==> config.mk <==
export PLATFORM = sky130hd
export DESIGN_NAME = sdi3g_levelb_line_checker_unit
export DESIGN_NICKNAME = d
export VERILOG_FILES = /design/src/sdi3glb_pkg.sv /design/src/sdi3glb_cfg_regs.sv /design/src/sdi3glb_line_track.sv /design/src/sdi3glb_trs_check.sv /design/src/sdi3g_levelb_line_checker_unit.sv
export SDC_FILE = /design/constraint.sdc
export NUM_CORES = 1
export LEC_CHECK = 0
export BUFFER_PORTS_ARGS = -buffer_cell sky130_fd_sc_hd__buf_2
export CAP_MARGIN = 20
export CORE_ASPECT_RATIO = 0.75
export CORE_MARGIN = 1
export CORE_UTILIZATION = 30
export CTS_BUF_LIST = sky130_fd_sc_hd__clkbuf_4 sky130_fd_sc_hd__clkbuf_8
export CTS_CLUSTER_SIZE = 14
export DETAILED_ROUTE_END_ITERATION = 10
export PLACE_DENSITY = 0.56
export SYNTH_ARGS = -nofsm -noshare
export SYNTH_HDL_FRONTEND = slang
export SYNTH_SLANG_ARGS = --single-unit
==> constraint.sdc <==
create_clock -name clk -period 5.6 [get_ports clk]
set_input_delay 0.56 -clock clk [delete_from_list [all_inputs] [get_ports clk]]
set_output_delay 0.56 -clock clk [all_outputs]
set_load 0.01 [all_outputs]
==> src/sdi3glb_pkg.sv <==
// ----------------------------------------------------------------------------
// sdi3glb_pkg
// Shared types, constants and helper functions of the level B line checker.
// ----------------------------------------------------------------------------
package sdi3glb_pkg;

  localparam int WORD_W      = 10;
  localparam int POS_W       = 13;
  localparam int LEN_W       = 14;
  localparam int PWIDTH_W    = 12;
  localparam int ASTART_W    = 13;
  localparam int HEIGHT_W    = 11;
  localparam int IDX_W       = 12;
  localparam int LINE_W      = 14;
  localparam int HALF_W      = 7;
  localparam int PREV_W      = 15;
  localparam int CFG_DATA_W  = 13;
  localparam int TRS_WORDS   = 16;
  localparam int MAX_WIDTH   = 2048;

  localparam logic [WORD_W-1:0] TRS_ONES  = 10'h3ff;
  localparam logic [WORD_W-1:0] TRS_ZEROS = 10'h000;

  localparam logic [PWIDTH_W-1:0] PWIDTH_RESET = 12'd1920;
  localparam logic [ASTART_W-1:0] ASTART_RESET = 13'd1120;
  localparam logic [HEIGHT_W-1:0] HEIGHT_RESET = 11'd1080;
  localparam logic [PWIDTH_W-1:0] PWIDTH_MAX   = PWIDTH_W'(MAX_WIDTH);

  // Positions of the line number words, the XYZ word and the EAV end inside the line
  localparam logic [POS_W-1:0] POS_LINE_LOW  = 13'd16;
  localparam logic [POS_W-1:0] POS_LINE_HIGH = 13'd20;
  localparam logic [POS_W-1:0] POS_XYZ       = 13'd12;
  localparam logic [POS_W-1:0] POS_EAV_END   = 13'd15;

  typedef enum logic [1:0] {
    CFG_PICTURE_WIDTH = 2'd0,
    CFG_ACTIVE_START  = 2'd1,
    CFG_FRAME_HEIGHT  = 2'd2
  } cfg_index_t;

  typedef struct packed {
    logic [PWIDTH_W-1:0] picture_width;
    logic [ASTART_W-1:0] active_start_word;
    logic [HEIGHT_W-1:0] frame_height;
  } cfg_t;

  // Per-word position info from the line tracker
  typedef struct packed {
    logic [POS_W-1:0] pos;
    logic             line_start;
    logic             eol;
  } pos_info_t;

  typedef struct packed {
    logic [LINE_W-1:0] line_number;
    logic              in_range;
    logic              in_seq;
  } line_status_t;

  typedef struct packed {
    logic eav_ok;
    logic sav_ok;
  } trs_status_t;

  function automatic logic eav_xyz_allowed(input logic [WORD_W-1:0] v);
    return v == 10'h274 || v == 10'h2d8 || v == 10'h368 || v == 10'h3c4;
  endfunction

  function automatic logic sav_xyz_allowed(input logic [WORD_W-1:0] v);
    return v == 10'h200 || v == 10'h2ac || v == 10'h31c || v == 10'h3b0;
  endfunction

endpackage

==> src/sdi3glb_cfg_regs.sv <==
// ----------------------------------------------------------------------------
// sdi3glb_cfg_regs
// Configuration register file: picture width, active start and frame height.
// ----------------------------------------------------------------------------
module sdi3glb_cfg_regs import sdi3glb_pkg::*; (
  input  logic                  clk,
  input  logic                  rst,
  input  logic                  cfg_valid,
  output logic                  cfg_ready,
  input  logic [1:0]            cfg_index,
  input  logic [CFG_DATA_W-1:0] cfg_data,
  output cfg_t                  cfg
);

  assign cfg_ready = 1'b1;

  always_ff @(posedge clk) begin
    if (rst) begin
      cfg.picture_width     <= PWIDTH_RESET;
      cfg.active_start_word <= ASTART_RESET;
      cfg.frame_height      <= HEIGHT_RESET;
    end else if (cfg_valid && cfg_ready) begin
      // index beyond the list is dropped
      if (cfg_index == CFG_PICTURE_WIDTH) begin
        cfg.picture_width <= cfg_data[PWIDTH_W-1:0];
      end
      if (cfg_index == CFG_ACTIVE_START) begin
        cfg.active_start_word <= cfg_data[ASTART_W-1:0];
      end
      if (cfg_index == CFG_FRAME_HEIGHT) begin
        cfg.frame_height <= cfg_data[HEIGHT_W-1:0];
      end
    end
  end

endmodule

==> src/sdi3glb_line_track.sv <==
// ----------------------------------------------------------------------------
// sdi3glb_line_track
// Word position counter, line end detection and line number checks.
// ----------------------------------------------------------------------------
module sdi3glb_line_track import sdi3glb_pkg::*; (
  input  logic              clk,
  input  logic              rst,
  input  logic              step,
  input  logic [WORD_W-1:0] word,
  input  cfg_t              cfg,
  output pos_info_t         pinfo,
  output line_status_t      lstat
);

  logic [POS_W-1:0]    pos;
  logic [HALF_W-1:0]   line_low;
  logic [HALF_W-1:0]   line_high;
  logic [PREV_W-1:0]   previous_line;

  logic [PWIDTH_W-1:0] width_eff;
  logic [LEN_W-1:0]    line_len;
  logic [LEN_W-1:0]    pos_plus1;
  logic [HALF_W-1:0]   line_low_next;
  logic [HALF_W-1:0]   line_high_next;
  logic [LINE_W-1:0]   line_cur;
  logic [PREV_W-1:0]   prev_plus1;

  always_comb begin
    width_eff = cfg.picture_width;
    if (cfg.picture_width == '0) begin
      width_eff = PWIDTH_W'(1);
    end else if (cfg.picture_width > PWIDTH_MAX) begin
      width_eff = PWIDTH_MAX;
    end
    line_len  = {width_eff, 2'b00};
    pos_plus1 = {1'b0, pos} + LEN_W'(1);

    pinfo.pos        = pos;
    pinfo.line_start = (pos == '0);
    pinfo.eol        = (pos_plus1 >= line_len);

    // drop the previous line's number bits at line start
    line_low_next  = pinfo.line_start ? '0 : line_low;
    line_high_next = pinfo.line_start ? '0 : line_high;
    if (pos == POS_LINE_LOW) begin
      line_low_next = word[8:2];
    end
    if (pos == POS_LINE_HIGH) begin
      line_high_next = word[8:2];
    end
    line_cur   = {line_high_next, line_low_next};
    prev_plus1 = previous_line + PREV_W'(1);

    lstat.line_number = line_cur;
    lstat.in_range    = (line_cur != '0) &&
                        (line_cur <= {{(LINE_W-HEIGHT_W){1'b0}}, cfg.frame_height});
    lstat.in_seq      = (previous_line == {{(PREV_W-HEIGHT_W){1'b0}}, cfg.frame_height}) ||
                        ({1'b0, line_cur} == prev_plus1);
  end

  always_ff @(posedge clk) begin
    if (rst) begin
      pos           <= '0;
      line_low      <= '0;
      line_high     <= '0;
      previous_line <= '1;
    end else if (step) begin
      line_low  <= line_low_next;
      line_high <= line_high_next;
      if (pinfo.eol) begin
        pos           <= '0;
        previous_line <= {1'b0, line_cur};
      end else begin
        pos <= pos_plus1[POS_W-1:0];
      end
    end
  end

  a_pos_advance: assert property (@(posedge clk) disable iff (rst)
    step && !pinfo.eol |=> pos == $past(pos) + POS_W'(1))
    else $error("position did not advance by one");

  a_pos_wrap: assert property (@(posedge clk) disable iff (rst)
    step && pinfo.eol |=> pos == '0 && previous_line == {1'b0, $past(line_cur)})
    else $error("line end did not restart position or record line number");

  a_no_step_hold: assert property (@(posedge clk) disable iff (rst)
    !step |=> $stable(pos) && $stable(previous_line))
    else $error("line state changed without an item");

endmodule

==> src/sdi3glb_trs_check.sv <==
// ----------------------------------------------------------------------------
// sdi3glb_trs_check
// EAV check at line start and SAV check over the last sixteen words.
// ----------------------------------------------------------------------------
module sdi3glb_trs_check import sdi3glb_pkg::*; (
  input  logic              clk,
  input  logic              rst,
  input  logic              step,
  input  logic [WORD_W-1:0] word,
  input  cfg_t              cfg,
  input  pos_info_t         pinfo,
  output trs_status_t       tstat
);

  logic [WORD_W-1:0] recent [TRS_WORDS];
  logic [WORD_W-1:0] recent_next [TRS_WORDS];
  logic              eav_match;
  logic              sav_seen;
  logic [WORD_W-1:0] xyz_word;

  logic              eav_next;
  logic              sav_next;
  logic              window_ok;
  logic              sav_at_end;
  logic [LEN_W-1:0]  pos_plus1;

  always_comb begin
    for (int k = 0; k < TRS_WORDS - 1; k++) begin
      recent_next[k] = recent[k+1];
    end
    recent_next[TRS_WORDS-1] = word;

    window_ok = sav_xyz_allowed(recent_next[12]);
    for (int k = 0; k < 4; k++) begin
      if (recent_next[k] != TRS_ONES) window_ok = 1'b0;
    end
    for (int k = 4; k < 12; k++) begin
      if (recent_next[k] != TRS_ZEROS) window_ok = 1'b0;
    end
    for (int k = 13; k < TRS_WORDS; k++) begin
      if (recent_next[k] != recent_next[12]) window_ok = 1'b0;
    end

    eav_next = pinfo.line_start ? 1'b1 : eav_match;
    if (pinfo.pos < POS_W'(4)) begin
      if (word != TRS_ONES) eav_next = 1'b0;
    end else if (pinfo.pos < POS_XYZ) begin
      if (word != TRS_ZEROS) eav_next = 1'b0;
    end else if (pinfo.pos == POS_XYZ) begin
      if (!eav_xyz_allowed(word)) eav_next = 1'b0;
    end else if (pinfo.pos <= POS_EAV_END) begin
      if (word != xyz_word) eav_next = 1'b0;
    end

    pos_plus1  = {1'b0, pinfo.pos} + LEN_W'(1);
    sav_at_end = (cfg.active_start_word >= ASTART_W'(TRS_WORDS)) &&
                 (pos_plus1 == {1'b0, cfg.active_start_word});
    sav_next   = sav_at_end ? window_ok : (pinfo.line_start ? 1'b0 : sav_seen);

    tstat.eav_ok = eav_next && (pinfo.pos >= POS_EAV_END);
    tstat.sav_ok = sav_next;
  end

  always_ff @(posedge clk) begin
    if (rst) begin
      eav_match <= 1'b1;
      sav_seen  <= 1'b0;
      xyz_word  <= '0;
      for (int k = 0; k < TRS_WORDS; k++) begin
        recent[k] <= '0;
      end
    end else if (step) begin
      eav_match <= eav_next;
      sav_seen  <= sav_next;
      if (pinfo.pos == POS_XYZ) begin
        xyz_word <= word;
      end
      for (int k = 0; k < TRS_WORDS; k++) begin
        recent[k] <= recent_next[k];
      end
    end
  end

  a_eav_needs_ones: assert property (@(posedge clk) disable iff (rst)
    step && pinfo.pos == '0 && word != TRS_ONES |=> !eav_match)
    else $error("EAV start word mismatch not recorded");

  a_window_tail: assert property (@(posedge clk) disable iff (rst)
    step |=> recent[TRS_WORDS-1] == $past(word))
    else $error("recent word window did not take the item");

  a_sav_clear: assert property (@(posedge clk) disable iff (rst)
    step && pinfo.line_start && !sav_at_end |=> !sav_seen)
    else $error("SAV flag survived line start");

endmodule

==> src/sdi3g_levelb_line_checker_unit.sv <==
// ----------------------------------------------------------------------------
// sdi3g_levelb_line_checker_unit
// 3G-SDI level B line checker: TRS checks, line number checks, line split.
// ----------------------------------------------------------------------------
// One 10-bit word is taken per clock and each word gives exactly one result
// item, which passes the input register and then the result register, with
// the EAV/SAV compare and line number checks as a single combinational pass
// between them. Sustained rate is one word per clock as long as the output
// side does not stall. Status fields are only meaningful on the item marked
// end_of_line and read zero on all others. Configuration is written through
// the cfg port while the block is idle; the block itself does not enforce
// this, and there is no power-up clearing pass.
module sdi3g_levelb_line_checker_unit import sdi3glb_pkg::*; (
  input  logic                  clk,
  input  logic                  rst,
  // configuration
  input  logic                  cfg_valid,
  output logic                  cfg_ready,
  input  logic [1:0]            cfg_index,
  input  logic [CFG_DATA_W-1:0] cfg_data,
  // input words
  input  logic                  in_valid,
  output logic                  in_stall,
  input  logic [WORD_W-1:0]     sample_word,
  // result items
  output logic                  out_valid,
  input  logic                  out_stall,
  output logic [WORD_W-1:0]     data_word,
  output logic                  to_first_line,
  output logic [IDX_W-1:0]      dest_index,
  output logic                  end_of_line,
  output logic                  eav_ok,
  output logic                  sav_ok,
  output logic [LINE_W-1:0]     line_number,
  output logic                  number_in_range,
  output logic                  number_in_sequence
);

  cfg_t              cfg;
  pos_info_t         pinfo;
  line_status_t      lstat;
  trs_status_t       tstat;

  logic              in_q_valid;
  logic [WORD_W-1:0] in_q_word;
  logic              advance;
  logic              step;

  sdi3glb_cfg_regs u_cfg (
    .clk       (clk),
    .rst       (rst),
    .cfg_valid (cfg_valid),
    .cfg_ready (cfg_ready),
    .cfg_index (cfg_index),
    .cfg_data  (cfg_data),
    .cfg       (cfg)
  );

  // pipe moves when the result register is empty or being taken
  assign advance  = !out_valid || !out_stall;
  assign step     = in_q_valid && advance;
  assign in_stall = in_q_valid && !advance;

  always_ff @(posedge clk) begin
    if (rst) begin
      in_q_valid <= 1'b0;
    end else if (advance || !in_q_valid) begin
      in_q_valid <= in_valid;
    end
  end

  always_ff @(posedge clk) begin
    if ((advance || !in_q_valid) && in_valid) begin
      in_q_word <= sample_word;
    end
  end

  sdi3glb_line_track u_line (
    .clk   (clk),
    .rst   (rst),
    .step  (step),
    .word  (in_q_word),
    .cfg   (cfg),
    .pinfo (pinfo),
    .lstat (lstat)
  );

  sdi3glb_trs_check u_trs (
    .clk   (clk),
    .rst   (rst),
    .step  (step),
    .word  (in_q_word),
    .cfg   (cfg),
    .pinfo (pinfo),
    .tstat (tstat)
  );

  always_ff @(posedge clk) begin
    if (rst) begin
      out_valid <= 1'b0;
    end else if (advance) begin
      out_valid <= in_q_valid;
    end
  end

  always_ff @(posedge clk) begin
    if (step) begin
      data_word          <= in_q_word;
      to_first_line      <= pinfo.pos[1];
      dest_index         <= {pinfo.pos[POS_W-1:2], pinfo.pos[0]};
      end_of_line        <= pinfo.eol;
      // status only on the last word of the line
      eav_ok             <= pinfo.eol && tstat.eav_ok;
      sav_ok             <= pinfo.eol && tstat.sav_ok;
      line_number        <= pinfo.eol ? lstat.line_number : '0;
      number_in_range    <= pinfo.eol && lstat.in_range;
      number_in_sequence <= pinfo.eol && lstat.in_seq;
    end
  end

  a_status_zero: assert property (@(posedge clk) disable iff (rst)
    out_valid && !end_of_line |->
      !eav_ok && !sav_ok && line_number == '0 && !number_in_range && !number_in_sequence)
    else $error("status fields set on a word that is not the line end");

  a_stall_full: assert property (@(posedge clk) disable iff (rst)
    in_stall |-> in_q_valid && out_valid)
    else $error("input stalled while the pipe has room");

  a_range_nonzero: assert property (@(posedge clk) disable iff (rst)
    out_valid && number_in_range |-> line_number != '0)
    else $error("line number zero flagged as in range");

endmodule
==> impl_metrics.toml <==
[clock_tree]
cts-root-buf = "clkbuf_8"
cts_sinks = 294
cts-htree-levels = 2
clock_latency_ns = 0.57
clkSlewWorstSetupHoldPaths_ns = 0.07
cts.hold.buffers_added = 0
clockBufferDepth = 3
cts.repair.resized = 0
numCtsBuffers = 46
postCtsSetupBuffers = 0
cts_tree = "yes"

[layout]
drive_gt1_frac = 0.145
stdcell_count = 1872
multiInputGateArea_mm2 = 0.00506
antennaDiodeCount = 0
area_delta_synth_final_pct = 13.8
seq_area_mm2 = 0.00791
fillCellCount = 4308
nets = 1313
utilization = 0.349
stdcell_area_mm2 = 0.0152

[timing]
finalHoldWorstSlack_ns = 0.164
maxSlewViolCount = 0
worst_slack_ns = 1.41
setup-violations-final = 0
hold_viol_final = 0
fmax_mhz = 239
max_slew_margin = 0.275
rsz0062_at_grt = "no"
min_period_ns = 4.19
worst_slew_pin_slew_ns = 1.09
skew_ns = 0.0184
setup_tns_ns = 0
fin_crit_sh = 0.748

[die]
io_pins = 75
die_y_um = 185
die_area_mm2 = 0.0455
rows = 66
start_util = 0.307
die_w_um = 246
coreArea_mm2 = 0.0437

[yosys]
ys.flop_type = "edfxtp_1"
syn_avg_cell_area_um2 = 11.2
ys_seq_area_frac = 0.591
synthDominantCellAreaShare = 0.453
syn-instance-count = 1198
synth.largest_area_cell = "edfxtp_1"
yosysWarnings = 0
async_flop_share = 0
synth-seq-cells = 294
netlist-cell-type-count = 69
synth_edf_count = 202
syn-cell-area_mm2 = 0.0134
netlist_top_cells_area = "edfxtp_1, dfxtp_1, and3_1"
synth_nets = 1254

[power]
peakVddDrop_mv = 0.156
power_density_mw_per_mm2 = 307
leakagePower_nw = 6.05
power_mw = 4.68

[worst_setup_path]
worstPathRequired_ns = 5.93
reg2regPathDepth = 14
crit_type = "flip-flop to flip-flop"
critical_path_arrival_ns = 4.52
start_kind = "flip-flop"
endpoint_kind = "flip-flop"
crit_fanout = 13

[worst_hold_path]
min_path_cells = 1
hold_path.class = "input pin to flip-flop"

[global_route]
grt-ovfl-total = 0
antenna_found_initial = 2
track_usage = 0.151
first_global_vias = 8979
grt_max_degree = 117
grt_pass1_wl_um = 53200

[place]
hpwl_um = 22700
place.gp.congestion = 0.866
dp_cells = 1786
pre_cts_ws_ns = 1.54
placed_area_mm2 = 0.0143
io_buffer_count = 73

[detailed_routing]
wl_per_cell_um = 18.2
drt_iter0_drc = 792
antenna_left = 0
wl_met2_um = 12900
dr_wl_met3_um = 2420
met1_length_um = 18300
wl_um = 34100
highest-signal-layer = "met4"
via_per_inst = 5.02
drt_pass1_iterations = 5
routed-via-count = 9405
drc = 0

[run_status]
status = "finished, final reports clean"

[flow_run]
maxCapViolCount = 0
-- routing by layer --
layer  track usage  vias up
met5             0        -
met4        0.0390        0
met3        0.0326       43
met2         0.196      282
met1         0.244     4560
li1              -     4520
-- registers in the layout, summed over array words and instances (netlist names), 7 cells and up --
register / flops
dest_index: 12
u_line.line_low: 7
u_trs.recent: 150
data_word: 10
u_line.line_high: 7
u_line.previous_line: 15
u_cfg.cfg: 36
u_line.pos: 13
line_number: 14
in_q_word: 10
u_trs.xyz_word: 10
-- Yosys cell counts (5+ instances only) --
cell and n:
edfxtp_1 202, nand2_1 129, and3_1 108, dfxtp_1 92
nor2b_1 66, clkbuf_1 63, nor2_1 61, a21oi_1 42
nand4_1 41, xnor2_1 35, nor4_1 34, xor2_1 34
inv_1 30, nand3_1 29, ha_1 26, o211ai_1 23
o21ai_0 18, a211oi_1 16, mux2i_1 14, nor3_1 11
or3_1 9, buf_2 8, or4_1 8, nand3b_1 7
a31oi_1 6, a32o_1 6, o21a_1 6, a21oi_2 5
and2_1 5, nand2b_1 5
-- power breakdown --
group / switching (mW) / internal (mW) / leakage [nW]
clock: 0.854 / 0.979 / 0.500
sequential: 0.0989 / 2.45 / 2.83
combinational: 0.194 / 0.106 / 2.72
-- worst max-delay path, stage by stage (launching register included) --
cell and delay [ns]:
dfxtp_1 0.38, nor4_1 0.50, nand2_1 0.39, or3_1 0.59
a21oi_2 0.36, inv_1 0.09, ha_1 0.30, nor2b_1 0.14
o21a_1 0.16, o21a_1 0.15, o21ai_0 0.15, nand2b_1 0.08
a21oi_1 0.16, o211ai_1 0.10, a2111oi_0 0.41
-- path summary, 6_finish.rpt --
check | startpoint | to | slack (ns)
setup reg to reg | u_line.pos[6]$_SDFFE_PP0P_ | number_in_range$_DFFE_PP_ | 1.41
hold / removal | sample_word[3] | in_q_word[3]$_DFFE_PP_ | 0.16
hold reg to reg | u_cfg.cfg[12]$_SDFFE_PP0P_ | u_cfg.cfg[12]$_SDFFE_PP0P_ | 0.47
setup / recovery | u_line.pos[6]$_SDFFE_PP0P_ | number_in_range$_DFFE_PP_ | 1.41
-- cells by family after synthesis --
group / after synthesis / synth area share
buf+inv: 110 / 0.0327
flops: 294 / 0.591
other cells: 1 / 0.000280
fa+ha+maj: 26 / 0.0243
compound gates: 145 / 0.0726
xor+xnor: 71 / 0.0490
simple gates: 536 / 0.219
mux: 15 / 0.0115
-- final cells by class --
class,count,share of cell area
timing repair buffer,89,0.0325
sequential,294,0.519
clock buffer,66,0.0531
multi-input combinational,794,0.332
inverter,32,0.00838
tap,578,0.0475
clock inverter,19,0.00756
-- cells in the final DEF (no fill, tap or decap), drive strengths merged, types with 4 or more instances in the layout --
cell type  instances
a211oi            16
a21oi             47
a31oi              6
a32o               6
and2               5
and3             108
buf               89
clkbuf            66
clkinv            17
dfxtp             92
edfxtp           202
ha                26
inv               32
mux2i             15
nand2            129
nand2b             5
nand3             30
nand3b             7
nand4             41
nand4b             4
nor2              61
nor2b             66
nor3              11
nor4              36
o211ai            23
o21a               6
o21ai             18
o22ai              4
or3                9
or4                9
xnor2             36
xor2              34
No activity file was read; power rests on OpenSTA's default activity.
